$ cat src/hdl/log_band_spectrum_peak_meter_defines.svh
// Assertion macros for the band peak meter.
`ifndef LOG_BAND_SPECTRUM_PEAK_METER_DEFINES_SVH
`define LOG_BAND_SPECTRUM_PEAK_METER_DEFINES_SVH

`ifndef SYNTHESIS

// Same-cycle implication, disabled in reset.
`define LBSPM_ASSERT_IMP(name, clk, rstn, ante, cons) \
    name: assert property (@(posedge clk) disable iff (!rstn) (ante) |-> (cons)) \
        else $error("lbspm: same-cycle check failed");

// Next-cycle implication, disabled in reset.
`define LBSPM_ASSERT_NXT(name, clk, rstn, ante, cons) \
    name: assert property (@(posedge clk) disable iff (!rstn) (ante) |=> (cons)) \
        else $error("lbspm: next-cycle check failed");

`else

`define LBSPM_ASSERT_IMP(name, clk, rstn, ante, cons)
`define LBSPM_ASSERT_NXT(name, clk, rstn, ante, cons)

`endif

`endif

$ cat src/hdl/lbspm_pkg.sv
package lbspm_pkg;

    localparam int BANDS      = 20;
    localparam int BINS       = 1024;
    localparam int MAG_BITS   = 16;
    localparam int LEVEL_W    = 8;
    localparam int BAND_W     = 6;
    localparam int BAND_IDX_W = $clog2(BANDS);
    localparam int BIN_W      = $clog2(BINS);
    // 9 * m^2
    localparam int NINE_W     = 2 * LEVEL_W + 4;
    // 9 * m^2 * peak
    localparam int RHS_W      = NINE_W + MAG_BITS;
    localparam int SCALED_W   = 2 * LEVEL_W + MAG_BITS;
    localparam int STEP_W     = $clog2(LEVEL_W);

    localparam logic [LEVEL_W-1:0] FULL_SCALE_RESET = 8'd255;

    // Upper bin of each band: floor(2^(10x/19)), capped, strictly increasing
    localparam logic [BIN_W-1:0] BAND_EDGES [BANDS] = '{
        10'd1,   10'd2,   10'd3,   10'd4,   10'd5,
        10'd6,   10'd8,   10'd12,  10'd18,  10'd26,
        10'd38,  10'd55,  10'd79,  10'd114, 10'd165,
        10'd237, 10'd342, 10'd493, 10'd710, 10'd1023
    };

    typedef struct packed {
        logic [MAG_BITS-1:0] magnitude;
        logic                frame_start;
    } in_item_t;

    typedef struct packed {
        logic [LEVEL_W-1:0] level;
        logic [BAND_W-1:0]  band_index;
        logic               last_band;
    } out_item_t;

    // band close request from tracker to level unit
    typedef struct packed {
        logic                start;
        logic [MAG_BITS-1:0] peak;
        logic [BAND_W-1:0]   band;
        logic                last;
    } band_close_t;

    // level unit status and result
    typedef struct packed {
        logic      busy;
        logic      valid;
        out_item_t item;
    } level_res_t;

    function automatic logic [BIN_W-1:0] band_edge(input logic [BAND_IDX_W-1:0] idx);
        logic [BIN_W-1:0] e;
        e = '0;
        if (int'(idx) < BANDS) begin
            e = BAND_EDGES[idx];
        end
        return e;
    endfunction

endpackage

$ cat src/hdl/lbspm_band_tracker.sv
module lbspm_band_tracker (
    input  logic                 aclk,
    input  logic                 aresetn,
    input  logic                 accept,
    input  lbspm_pkg::in_item_t  item,
    output lbspm_pkg::band_close_t close
);
    import lbspm_pkg::*;

    logic [MAG_BITS-1:0] peak_reg, peak_next;
    logic [BIN_W-1:0]    bin_reg, bin_next;
    logic [BAND_W-1:0]   band_reg, band_next;

    logic                active;
    logic [BIN_W-1:0]    bin_inc;
    logic [MAG_BITS-1:0] peak_max;
    logic                hit;

    assign active   = int'(band_reg) < BANDS;
    assign bin_inc  = bin_reg + BIN_W'(1);
    assign peak_max = (item.magnitude > peak_reg) ? item.magnitude : peak_reg;
    assign hit      = active && (bin_inc == band_edge(band_reg[BAND_IDX_W-1:0]));

    always_comb begin
        peak_next   = peak_reg;
        bin_next    = bin_reg;
        band_next   = band_reg;
        close.start = 1'b0;
        close.peak  = peak_max;
        close.band  = band_reg;
        close.last  = (int'(band_reg) == BANDS - 1);
        if (accept) begin
            if (item.frame_start) begin
                peak_next = '0;
                bin_next  = '0;
                band_next = '0;
            end else if (active) begin
                // counter freezes once all bands are closed
                bin_next = bin_inc;
                if (hit) begin
                    close.start = 1'b1;
                    peak_next   = '0;
                    band_next   = band_reg + BAND_W'(1);
                end else begin
                    peak_next = peak_max;
                end
            end
        end
    end

    always_ff @(posedge aclk) begin
        if (!aresetn) begin
            peak_reg <= '0;
            bin_reg  <= '0;
            band_reg <= '0;
        end else begin
            peak_reg <= peak_next;
            bin_reg  <= bin_next;
            band_reg <= band_next;
        end
    end

endmodule

$ cat src/hdl/lbspm_level_unit.sv
module lbspm_level_unit (
    input  logic                  aclk,
    input  logic                  aresetn,
    input  lbspm_pkg::band_close_t close,
    input  logic [lbspm_pkg::LEVEL_W-1:0] full_scale,
    input  logic                  take,
    output lbspm_pkg::level_res_t res
);
    import lbspm_pkg::*;

    typedef enum logic [4:0] {
        ST_IDLE   = 5'b00001,
        ST_SQUARE = 5'b00010,
        ST_RHS    = 5'b00100,
        ST_ITER   = 5'b01000,
        ST_DONE   = 5'b10000
    } state_t;

    state_t               state_reg, state_next;
    logic [MAG_BITS-1:0]  peak_reg;
    logic [BAND_W-1:0]    band_reg;
    logic                 last_reg;
    logic [2*LEVEL_W-1:0] msq_reg;
    logic [RHS_W-1:0]     rhs_reg;
    logic [LEVEL_W-1:0]   y_reg, y_next;
    logic [STEP_W-1:0]    step_reg;

    logic [LEVEL_W-1:0]   trial;
    logic [2*LEVEL_W-1:0] tsq;
    logic [SCALED_W-1:0]  scaled;
    logic [NINE_W-1:0]    nine_msq;
    logic                 fits;

    // trial*trial*(2^MAG_BITS - 1) by shift and subtract
    assign trial    = y_reg | (LEVEL_W'(1) << step_reg);
    assign tsq      = (2*LEVEL_W)'(trial) * (2*LEVEL_W)'(trial);
    assign scaled   = {tsq, MAG_BITS'(0)} - SCALED_W'(tsq);
    assign nine_msq = NINE_W'({msq_reg, 3'b000}) + NINE_W'(msq_reg);
    assign fits     = (trial <= full_scale) && (RHS_W'(scaled) <= rhs_reg);
    assign y_next   = fits ? trial : y_reg;

    always_comb begin
        state_next = state_reg;
        case (state_reg)
            ST_IDLE:   if (close.start) state_next = ST_SQUARE;
            ST_SQUARE: state_next = ST_RHS;
            ST_RHS:    state_next = ST_ITER;
            ST_ITER:   if (step_reg == '0) state_next = ST_DONE;
            ST_DONE:   if (take) state_next = ST_IDLE;
            default:   state_next = ST_IDLE;
        endcase
    end

    always_ff @(posedge aclk) begin
        if (!aresetn) begin
            state_reg <= ST_IDLE;
        end else begin
            state_reg <= state_next;
        end
    end

    always_ff @(posedge aclk) begin
        case (state_reg)
            ST_IDLE: begin
                peak_reg <= close.peak;
                band_reg <= close.band;
                last_reg <= close.last;
            end
            ST_SQUARE: begin
                msq_reg <= (2*LEVEL_W)'(full_scale) * (2*LEVEL_W)'(full_scale);
            end
            ST_RHS: begin
                rhs_reg  <= RHS_W'(nine_msq) * RHS_W'(peak_reg);
                y_reg    <= '0;
                step_reg <= STEP_W'(LEVEL_W - 1);
            end
            ST_ITER: begin
                y_reg    <= y_next;
                step_reg <= step_reg - STEP_W'(1);
            end
            default: begin
            end
        endcase
    end

    assign res.busy            = (state_reg != ST_IDLE);
    assign res.valid           = (state_reg == ST_DONE);
    assign res.item.level      = y_reg;
    assign res.item.band_index = band_reg;
    assign res.item.last_band  = last_reg;

endmodule

$ cat src/hdl/log_band_spectrum_peak_meter.sv
// Log-spaced band peak meter for one FFT frame at a time.
// Input channel s_*: one bin magnitude per request, DC bin first with
// frame_start set; the DC bin is skipped and bins 1..1023 fall into 20
// log-spaced bands. Output channel m_*: one request per closed band with
// its level, band number and a last-band flag.
// A bin that does not close a band is taken and leaves s_ready high.
// A bin that closes a band starts the level unit, which works through
// full_scale squared, the 36-bit right-hand side, then 8 bit-set steps of
// the square root, each one 8x8 multiply and a compare. s_ready is low
// while the unit runs and while its result waits. The result moves to an
// output register once that is empty or read, so a stalled receiver also
// holds the unit and no bins are taken until the result has moved on.
// cfg_wr_en writes the full-scale level (reset 255) at once; write it only while idle.
// Reset (aresetn low, synchronous) clears the counters as if a DC bin was
// just seen and empties the output register.
`include "log_band_spectrum_peak_meter_defines.svh"

module log_band_spectrum_peak_meter (
    input  logic                aclk,
    input  logic                aresetn,
    input  logic                s_valid,
    output logic                s_ready,
    input  lbspm_pkg::in_item_t s_payload,
    output logic                m_valid,
    input  logic                m_ready,
    output lbspm_pkg::out_item_t m_payload,
    input  logic                cfg_wr_en,
    input  logic [lbspm_pkg::LEVEL_W-1:0] cfg_wr_data
);
    import lbspm_pkg::*;

    logic               accept;
    band_close_t        close;
    level_res_t         res;
    logic               take;
    logic [LEVEL_W-1:0] full_scale_reg;
    logic               m_valid_reg, m_valid_next;
    out_item_t          m_payload_reg;

    assign s_ready = !res.busy;
    assign accept  = s_valid && s_ready;
    assign take    = res.valid && (!m_valid_reg || m_ready);

    lbspm_band_tracker u_tracker (
        .aclk    (aclk),
        .aresetn (aresetn),
        .accept  (accept),
        .item    (s_payload),
        .close   (close)
    );

    lbspm_level_unit u_level (
        .aclk       (aclk),
        .aresetn    (aresetn),
        .close      (close),
        .full_scale (full_scale_reg),
        .take       (take),
        .res        (res)
    );

    always_ff @(posedge aclk) begin
        if (!aresetn) begin
            full_scale_reg <= FULL_SCALE_RESET;
        end else if (cfg_wr_en) begin
            full_scale_reg <= cfg_wr_data;
        end
    end

    always_comb begin
        m_valid_next = m_valid_reg;
        if (take) begin
            m_valid_next = 1'b1;
        end else if (m_ready) begin
            m_valid_next = 1'b0;
        end
    end

    always_ff @(posedge aclk) begin
        if (!aresetn) begin
            m_valid_reg <= 1'b0;
        end else begin
            m_valid_reg <= m_valid_next;
        end
    end

    always_ff @(posedge aclk) begin
        if (take) begin
            m_payload_reg <= res.item;
        end
    end

    assign m_valid   = m_valid_reg;
    assign m_payload = m_payload_reg;

    `LBSPM_ASSERT_IMP(a_start_when_idle, aclk, aresetn, close.start, !res.busy)
    `LBSPM_ASSERT_IMP(a_level_in_range, aclk, aresetn, m_valid, m_payload.level <= full_scale_reg)
    `LBSPM_ASSERT_IMP(a_last_flag, aclk, aresetn, m_valid, m_payload.last_band == (int'(m_payload.band_index) == BANDS - 1))
    `LBSPM_ASSERT_NXT(a_take_loads, aclk, aresetn, take, m_valid && !res.valid)

endmodule
$ cat config.mk
export PLATFORM = sky130hd
export DESIGN_NAME = log_band_spectrum_peak_meter
export DESIGN_NICKNAME = d
export VERILOG_FILES = /design/src/hdl/lbspm_pkg.sv /design/src/hdl/lbspm_band_tracker.sv /design/src/hdl/lbspm_level_unit.sv /design/src/hdl/log_band_spectrum_peak_meter.sv
export VERILOG_INCLUDE_DIRS = /design/src /design/src/hdl
export SDC_FILE = /design/constraint.sdc
export NUM_CORES = 1
export LEC_CHECK = 0
export BUFFER_PORTS_ARGS = -buffer_cell sky130_fd_sc_hd__buf_2
export CORE_MARGIN = 2
export CORE_UTILIZATION = 60
export CTS_CLUSTER_DIAMETER = 120
export DETAILED_ROUTE_END_ITERATION = 6
export PLACE_DENSITY = 0.83
export SKIP_CTS_REPAIR_TIMING = 1
export SLEW_MARGIN = 20
export SYNTH_ARGS = -nofsm -noshare
export SYNTH_HDL_FRONTEND = slang
export SYNTH_HIERARCHICAL = 1
export SYNTH_SLANG_ARGS = --single-unit
$ cat constraint.sdc
create_clock -name aclk -period 9.7 [get_ports aclk]
set_input_delay 0.485 -clock aclk [delete_from_list [all_inputs] [get_ports aclk]]
set_output_delay 0.485 -clock aclk [all_outputs]
set_load 0.01 [all_outputs]
* Yosys cells after proc, flatten, opt, wreduce, memory -nomap -nowiden *
Memory sizes are Yosys's and may differ from the RTL's.
Index checks and enable logic that the tools add are counted.

word-level totals
  register bits after elaboration = 147
  ROM bits = 320
  input bits = 30
  output and inout port bits = 17
  word-level logic and storage cells = 87
  memories kept = 1

memory list
  memory            words  width  read ports  clocked after memory_dff  wr ports  RTL line         source
  (name not given)  32     10     1           0                         0         lbspm_pkg.sv:57  e = BAND_EDGES[idx];

operators by class
  $add $sub $neg = 5
  $mul = 3
  order comparisons = 6
  equality and inequality tests = 12
  shift operators = 1
  multiplexer cells = 25
  bitwise logic cells = 2
  reduce and logical (&&, ||, !) cells = 16

operators with widths
  kind                                                         number
  two-way mux 16 bit                                           4
  two-way mux 10 bit                                           5
  less-or-equal comparator 32 x 36 -> 1 bit                    1
  multiplier 20 x 16 -> 36 bit                                 1
  multiplier 8 x 8 -> 16 bit                                   2
  subtractor 32 x 16 -> 32 bit                                 1
  case mux 5 bit (5 select lines)                              1
  adder 19 x 16 -> 20 bit                                      1
  two-way mux 6 bit                                            3
  greater-than comparator 16 bit                               1
  case mux 8 bit (2 select lines)                              1
  two-way mux 5 bit                                            3
  adder 10 x 1 -> 10 bit (second input constant)               1
  == test 10 bit                                               1
  less-or-equal comparator 8 bit                               1
  two-way mux 8 bit                                            1
  bitwise OR 8 bit                                             1
  nonzero test 2 bit                                           4
  << shifter 1 x 3 -> 8 bit (first input constant)             1
  adder 6 x 1 -> 6 bit (second input constant)                 1
  == test 6 bit (second input constant)                        1
  greater-or-equal comparator 6 bit (second input constant)    1
  less-than comparator 6 x 5 -> 1 bit (second input constant)  1
  two-way mux 1 bit                                            6
  18 further kinds                                             26

* Logic depth before layout (Yosys ltp) *
Gate-level depths: netlist (run 1).

  depth after elaboration = 13
  gate-level depth with buffers = 33
  mapped depth without buffers = 32

* Hierarchy *
Netlist (run 1), hierarchy kept.

by module, submodules not included
  module                        times used  cells an instance  area an instance (sq um)  seq. area each (sq um)
  lbspm_level_unit              1           1995               18401.4                   2652.5
  lbspm_band_tracker            1           348                2617.5                    640.6
  log_band_spectrum_peak_meter  1           47                 787.0                     630.6

* Least setup slack after synthesis (run 1) *
OpenSTA, ideal clock, no wires.

  kind = reg-to-reg
  start point = reg u_level.msq_reg[0]
  end point = reg u_level.rhs_reg[30] (data pin)
  setup time = 0.260 ns
  data arrival time = 7.570 ns
  required time = 9.440 ns
  setup slack = 1.871 ns
  stages on the path, launching flop included = 30
  buffers on the path = 1
  period minus slack after synthesis = 7.829 ns
  path through = edfxtp_1 -> ha_1 -> ha_1 -> a21o_1 -> a21oi_1 -> o21bai_1 -> a21oi_1 -> a21oi_1 -> a21boi_0 -> xnor2_1 -> clkbuf_1 -> nand2_1 -> fa_1 -> inv_1 -> fa_1 -> inv_1 -> fa_1 -> fa_1 -> fa_1 -> inv_1 -> fa_1 -> ha_1 -> and3_1 -> and2_1 -> a221o_1 -> a31o_2 -> a41oi_1 -> a31oi_1 -> a21bo_2 -> xor2_1

between the ends
  cells in the longest elaborated chain, start to end = 2

RTL lines
  element                       RTL line                source
  from (decl)                   lbspm_level_unit.sv:23  logic [2*LEVEL_W-1:0] msq_reg;
  from (signal assigned)        lbspm_level_unit.sv:70  msq_reg <= (2*LEVEL_W)'(full_scale) * (2*LEVEL_W)'(full_scale);
  adder 19 x 16 -> 20 bit       lbspm_level_unit.sv:38  assign nine_msq = NINE_W'({msq_reg, 3'b000}) + NINE_W'(msq_reg);
  multiplier 20 x 16 -> 36 bit  lbspm_level_unit.sv:73  rhs_reg <= RHS_W'(nine_msq) * RHS_W'(peak_reg);
  to (signal assigned)          lbspm_level_unit.sv:73
  to (decl)                     lbspm_level_unit.sv:24  logic [RHS_W-1:0] rhs_reg;

Every way passes these cells.
A chain may end at the register's enable or synchronous reset.

* Worst setup path after layout (run 1) *
  start point = reg u_level.msq_reg[2]
  end point = reg u_level.rhs_reg[30] (data pin)

Same word-level chain as after synthesis.

==> impl_metrics.yaml, run 1 <==
die:
  rows: 69
  die_height_um: 194.6
  die_area_um2: 37880
  core_area_um2: 35660
  die-width_um: 194.6
  io_pins: 47
  initial_utilization_pct: 61.16
routing:
  routedWlPerCell_um: 17.88
  first_pass_iters: 5
  drc: 0
  routed-via-count: 16890
  drt_iter0_drc: 1254
  post_drt_via_cell_ratio: 5.884
  ant_nets: 0
  wl_um: 51340
synthesis:
  synthesis.area_um2: 21810
  most_used_flip_flop_cell_after_synthesis: "edfxtp_1"
  avgSynthCellArea_um2: 9.124
  synth-edff-count: 100
  synth.ff_latch_count: 146
  post-synth-top-area-fraction_pct: 26.53
  netlist_top_cells_count: "inv_1, nand2_1, fa_1"
  ys_warn_count: 6
  synthesis.instances: 2390
  synth.lib_cells_used.distinct: 99
  synth_top_cell_by_area: "fa_1"
  synth_most_common_cell: "inv_1"
  synth_area_leaders: "fa_1, ha_1, edfxtp_1, inv_1, nand2_1"
  synth.yosys.seq_area_share_pct: 17.99
  fraction_of_registers_with_async_set_or_reset_after_synthesis_pct: 0
global_route:
  globalRouteTotalUtil_pct: 28.34
  grt-ovfl-total: 0
  initial_antenna_violation_count: 1
  grt_pass1_wl_um: 86650
  grt_pass1_vias: 18150
  pin_count_of_the_biggest_net_entering_global_routing: 40
sta:
  period_minus_slack_ps: 8779
  fin_tns_setup_ps: 0
  achievable-frequency_mhz: 113.9
  timing.slew.headroom_pct: 31.60
  skew_ps: 13.44
  rsz0062_at_grt: "no"
  timing.final.crit_share_pct: 90.51
  finalHoldViolations: 0
  worst_pin_slew_ps: 1021
  finalMaxSlewViolations: 0
  finalSetupViolations: 0
critical_path:
  r2r-start: "u_level/msq_reg[2]$_DFFE_PP_"
  end_kind: "flop"
  critical-path-max-stage-delay_ps: 770
  r2r_end: "u_level/rhs_reg[30]$_DFFE_PP_"
  critical_path_arrival_ps: 8960
  critical_path_start_end_classification: "reg2reg"
  most_frequent_cell_on_critical_path: "fa_1"
  critPathLaunchType: "flop"
  cp_slowest_cell: "edfxtp_1"
  cp_max_fo: 17
  reg2reg_slack_ps: 920
  timing.critical_path.required_ps: 9880
  ff2ff_path_depth: 28
worst_hold_path:
  hp-class: "in2reg"
  end_point_of_the_worst_hold_path: "full_scale_reg[5]$_SDFFE_PN1P_"
  hold_sp: "cfg_wr_data[5]"
  min_delay_path_depth: 3
status:
  run_status: "completed"
clock_network:
  cts_sinks: 146
  worstSkewPairLatency_ps: 430
  numCtsBuffers: 17
  cts_max_path_buffers: 2
  clock_tree_from_tritoncts: "built"
  clock-root-buffer: "clkbuf_16"
  path_clk_slew_ps: 70
  number_of_h_tree_levels: 4
finish:
  layout.area.seq_um2: 3924
  layout-drive-gt1-share_pct: 6.100
  num-fill-cells: 2791
  num_antenna_cells: 0
  multiInputGateArea_um2: 15930
  nets_finish: 2968
  largest_reg_flops: 36
  area_delta_synth_final_pct: 5.962
  layout.cell_area.non_filler_um2: 23110
job:
  max_cap_viol_count: 0
placed_design:
  placement.cell_area_um2: 22470
  place_hpwl_um: 39700
  port_buffers: 46
  place.gp.congestion: 0.9016
## critical path, delay by kind of cell (launching register included)
kind                     cells  cell delay (ps)
flip-flops                   1              770
AO/OA/AOI/OAI               11             2720
XOR/XNOR                     2              410
buffers and inverters        4              470
adder cells (fa/ha/maj)      8             3730
AND/OR/NAND/NOR              3              420
## logic make-up after synthesis
kind of cell / after synthesis / share of synthesized area [%]
fa+ha+maj: 541 / 40.99
mux: 17 / 0.8147
compound gates: 342 / 10.66
buf+inv: 520 / 9.169
xor+xnor: 88 / 3.695
flops: 146 / 17.99
other cells: 2 / 0.03444
simple gates: 734 / 16.64
## placed cells by master, fill, tap and decap left out, types with 14 or more instances in the layout
cell type | synthesis | layout
fa_1 | 289 | 289
clkbuf_16 | 0 | 17
xnor2_1 | 60 | 58
a21oi_1 | 89 | 89
buf_4 | 2 | 22
nand2_1 | 304 | 304
and2_1 | 119 | 119
o21ai_0 | 62 | 62
nor2_1 | 125 | 125
a21o_1 | 45 | 45
nand3_1 | 25 | 25
nor2b_1 | 16 | 15
xor2_1 | 25 | 25
edfxtp_1 | 100 | 100
dfxtp_1 | 46 | 46
nand4_1 | 17 | 17
ha_1 | 252 | 252
inv_1 | 433 | 433
nor3_1 | 29 | 29
o32ai_1 | 17 | 17
mux2i_1 | 14 | 14
buf_2 | 12 | 46
## worst max-delay path by stage
| stage | start | end | slack, ps | depth (start not counted) |
|---|---|---|---|---|
| 4_1_cts | u_level/msq_reg[2]$_DFFE_PP_ | u_level/rhs_reg[30]$_DFFE_PP_ | 960 | 28 |
| 5_1_grt | u_level/msq_reg[2]$_DFFE_PP_ | u_level/rhs_reg[30]$_DFFE_PP_ | 440 | 28 |
| 3_3_place_gp | u_level/msq_reg[2]$_DFFE_PP_ | u_level/rhs_reg[30]$_DFFE_PP_ | 1290 | 28 |
| 6_report | u_level/msq_reg[2]$_DFFE_PP_ | u_level/rhs_reg[30]$_DFFE_PP_ | 920 | 28 |
| 3_5_place_dp | u_level/msq_reg[2]$_DFFE_PP_ | u_level/rhs_reg[30]$_DFFE_PP_ | 960 | 28 |
| 2_1_floorplan | u_level/msq_reg[0]$_DFFE_PP_ | u_level/rhs_reg[30]$_DFFE_PP_ | 1870 | 29 |
## cell type report
class / instances / area share, %
clock buffers: 19 / 1.917
clock inverters: 13 / 0.8556
inverters: 437 / 7.099
multi-input cells: 1727 / 68.94
flip-flops and latches: 146 / 16.98
well taps: 461 / 2.496
repair buffers: 68 / 1.711
## metal layers
layer / wire, µm / vias up / GRT usage [%]
met5: 0 / - / 0
met4: 2211 / 0 / 13.48
met3: 3374 / 161 / 3.852
met2: 25460 / 663 / 48.73
met1: 20290 / 8321 / 35.46
li1: - / 7749 / -
## stage by stage
step	setup WS, ps	cells	utilization [%]	hold WS [ps]
floorplan	1871	2393	-	400.3
global placement	1294	2839	63.01	404.0
detailed placement	957.5	2839	63.01	404.5
CTS	964.6	2871	64.80	253.8
global route	438.6	2871	64.80	267.1
finish	920.9	2871	64.80	273.1
Power of run 1 is left out: the tool's default activity adds up to more than one toggle a clock period on the data nets, which glitch-free logic cannot reach.
==> inputs of run 2 (changes only) <==
--- a/config.mk
+++ b/config.mk
@@ -6,12 +6,13 @@
 export SDC_FILE = /design/constraint.sdc
 export NUM_CORES = 1
 export LEC_CHECK = 0
+export ABC_AREA = 1
 export BUFFER_PORTS_ARGS = -buffer_cell sky130_fd_sc_hd__buf_2
 export CORE_MARGIN = 2
 export CORE_UTILIZATION = 60
 export CTS_CLUSTER_DIAMETER = 120
 export DETAILED_ROUTE_END_ITERATION = 6
-export PLACE_DENSITY = 0.83
+export PLACE_DENSITY = 0.78
 export SKIP_CTS_REPAIR_TIMING = 1
 export SLEW_MARGIN = 20
 export SYNTH_ARGS = -nofsm -noshare
==> run 2 against run 1 <==
Net effect:
- the run now ends with design-rule violations left
- cell area grew 4.4%
- first-iteration DRC count grew 18%
- final cell count grew 20%
- count of clock-buffer cells in the layout shrank 1
==> impl_metrics.yaml, run 2 <==
die:
  core_area_um2: 37760
  initial_utilization_pct: 61.03
  die-width_um: 200.0
  io_pins: 47
  rows: 71
  die_area_um2: 39980
  die_height_um: 200.0
sta:
  worst_pin_slew_ps: 1078
  fin_tns_setup_ps: 0
  skew_ps: 11.49
  period_minus_slack_ps: 8187
  timing.final.crit_share_pct: 84.40
  achievable-frequency_mhz: 122.1
  finalMaxSlewViolations: 0
  timing.slew.headroom_pct: 28.16
  finalSetupViolations: 0
  rsz0062_at_grt: "no"
  finalHoldViolations: 0
synthesis:
  ys_warn_count: 6
  synthesis.instances: 2931
  synth_most_common_cell: "nand2_1"
  synth_top_cell_by_area: "fa_1"
  synth.lib_cells_used.distinct: 58
  netlist_top_cells_count: "nand2_1, inv_1, fa_1"
  avgSynthCellArea_um2: 7.861
  synth-edff-count: 100
  most_used_flip_flop_cell_after_synthesis: "edfxtp_1"
  synth.ff_latch_count: 146
  post-synth-top-area-fraction_pct: 25.11
  synthesis.area_um2: 23040
  synth_area_leaders: "fa_1, ha_1, edfxtp_1, nand2_1, inv_1"
  fraction_of_registers_with_async_set_or_reset_after_synthesis_pct: 0
  synth.yosys.seq_area_share_pct: 17.03
routing:
  routedWlPerCell_um: 17.18
  routed-via-count: 19070
  post_drt_via_cell_ratio: 5.542
  drt_iter0_drc: 1477
  drc: 2
  wl_um: 59120
  ant_nets: 0
  first_pass_iters: 7
global_route:
  grt_pass1_wl_um: 97080
  grt-ovfl-total: 0
  initial_antenna_violation_count: 0
  pin_count_of_the_biggest_net_entering_global_routing: 38
  globalRouteTotalUtil_pct: 31.19
  grt_pass1_vias: 19590
clock_network:
  path_clk_slew_ps: 70
  worstSkewPairLatency_ps: 440
  clock-root-buffer: "clkbuf_16"
  number_of_h_tree_levels: 4
  clock_tree_from_tritoncts: "built"
  cts_max_path_buffers: 2
  cts_sinks: 146
  numCtsBuffers: 17
finish:
  layout-drive-gt1-share_pct: 7.338
  mostFrequentLayoutCells: "nand2_1, inv_1, fa_1"
  largest_reg_flops: 36
  num_antenna_cells: 0
  nets_finish: 3488
  num-fill-cells: 3299
  multiInputGateArea_um2: 16200
  final_common_cell: "nand2_1"
  layout.area.seq_um2: 3924
  area_delta_synth_final_pct: 4.708
critical_path:
  critical-path-max-stage-delay_ps: 740
  cp_slowest_cell: "edfxtp_1"
  critPathLaunchType: "flop"
  r2r_end: "u_level/rhs_reg[33]$_DFFE_PP_"
  end_kind: "flop"
  critical_path_arrival_ps: 8390
  cp_max_fo: 17
  timing.critical_path.max_delay_family: "adder cells"
  worst-path-buf-inv: 5
  r2r-start: "u_level/msq_reg[2]$_DFFE_PP_"
  ff2ff_path_depth: 28
  critical_path_start_end_classification: "reg2reg"
  timing.critical_path.required_ps: 9900
  reg2reg_slack_ps: 1510
status:
  run_status: "finished, violations left"
  violated_checks: "design-rule violations"
job:
  max_cap_viol_count: 0
worst_hold_path:
  hp-class: "in2reg"
  hold_sp: "cfg_wr_data[1]"
  min_delay_path_depth: 3
  end_point_of_the_worst_hold_path: "full_scale_reg[1]$_SDFFE_PN1P_"
placed_design:
  place_hpwl_um: 47690
  port_buffers: 46
  place.gp.congestion: 0.9766
-- run 2: cell count changes after synthesis, sizes merged, moves of 14 or more --
cell,delta
o21ai,-14
nor2,+83
o32ai,-18
nand2,+391
a21oi,+47
and2,-120
mux2i,-14
nor2b,-16
inv,+221
xnor2,-41
a21o,-38
xor2,+18
nand3,+191
-- run 2: cells by family after synthesis --
kind of cell	synth area share (%)
flops	17.03
other cells	0.03259
buf+inv	12.84
simple gates	23.12
fa+ha+maj	38.79
xor+xnor	2.395
compound gates	5.794
-- run 2: final cells by class --
type	instances	area share, %
clock buffers	18	1.779
clock inverters	14	0.6016
inverters	660	10.34
multi-input cells	2037	67.14
flip-flops and latches	146	16.26
well taps	511	2.650
repair buffers	55	1.234
-- run 2: metrics by stage --
stage | hold slack (ps) | cells | instance area, µm² | setup WS (ps) | utilization (%)
final | 253.4 | 3441 | 24130 | 1513 | 63.90
after global placement | 403.4 | 3409 | 23550 | 1906 | 62.37
after floorplan | 400.3 | 2934 | 23050 | 3194 | -
after global routing | 253.1 | 3441 | 24130 | 1191 | 63.90
after detailed placement | 406.2 | 3409 | 23550 | 1657 | 62.37
after CTS | 239.1 | 3441 | 24120 | 1612 | 63.89
-- run 2: worst max-delay path by stage --
stage,slack (ps),depth (start not counted),to,from
after floorplan,3190,34,u_level/rhs_reg[28]$_DFFE_PP_,u_level/msq_reg[5]$_DFFE_PP_
after global placement,1910,30,u_level/rhs_reg[31]$_DFFE_PP_,u_level/msq_reg[2]$_DFFE_PP_
after detailed placement,1660,28,u_level/rhs_reg[33]$_DFFE_PP_,u_level/msq_reg[2]$_DFFE_PP_
after CTS,1610,28,u_level/rhs_reg[33]$_DFFE_PP_,u_level/msq_reg[2]$_DFFE_PP_
after global routing,1190,32,u_level/rhs_reg[28]$_DFFE_PP_,u_level/msq_reg[2]$_DFFE_PP_
final,1510,28,u_level/rhs_reg[33]$_DFFE_PP_,u_level/msq_reg[2]$_DFFE_PP_
-- run 2: tightest hold or removal path, delay by kind of cell --
kind	cells	cell delay (ps)
and+or+nand+nor	2	110
buffers and inverters	1	80
-- run 2: metal layers --
metal  track usage (%)  vias up  part of all wire [%]
met1             40.48     9168                    41
met2             53.14      769                    49
met4             11.22        0                   3.2
met5                 0        -                     0
li1                  -     8971                     -
met3             4.889      162                   7.0
Power of run 2 is left out for the same reason.
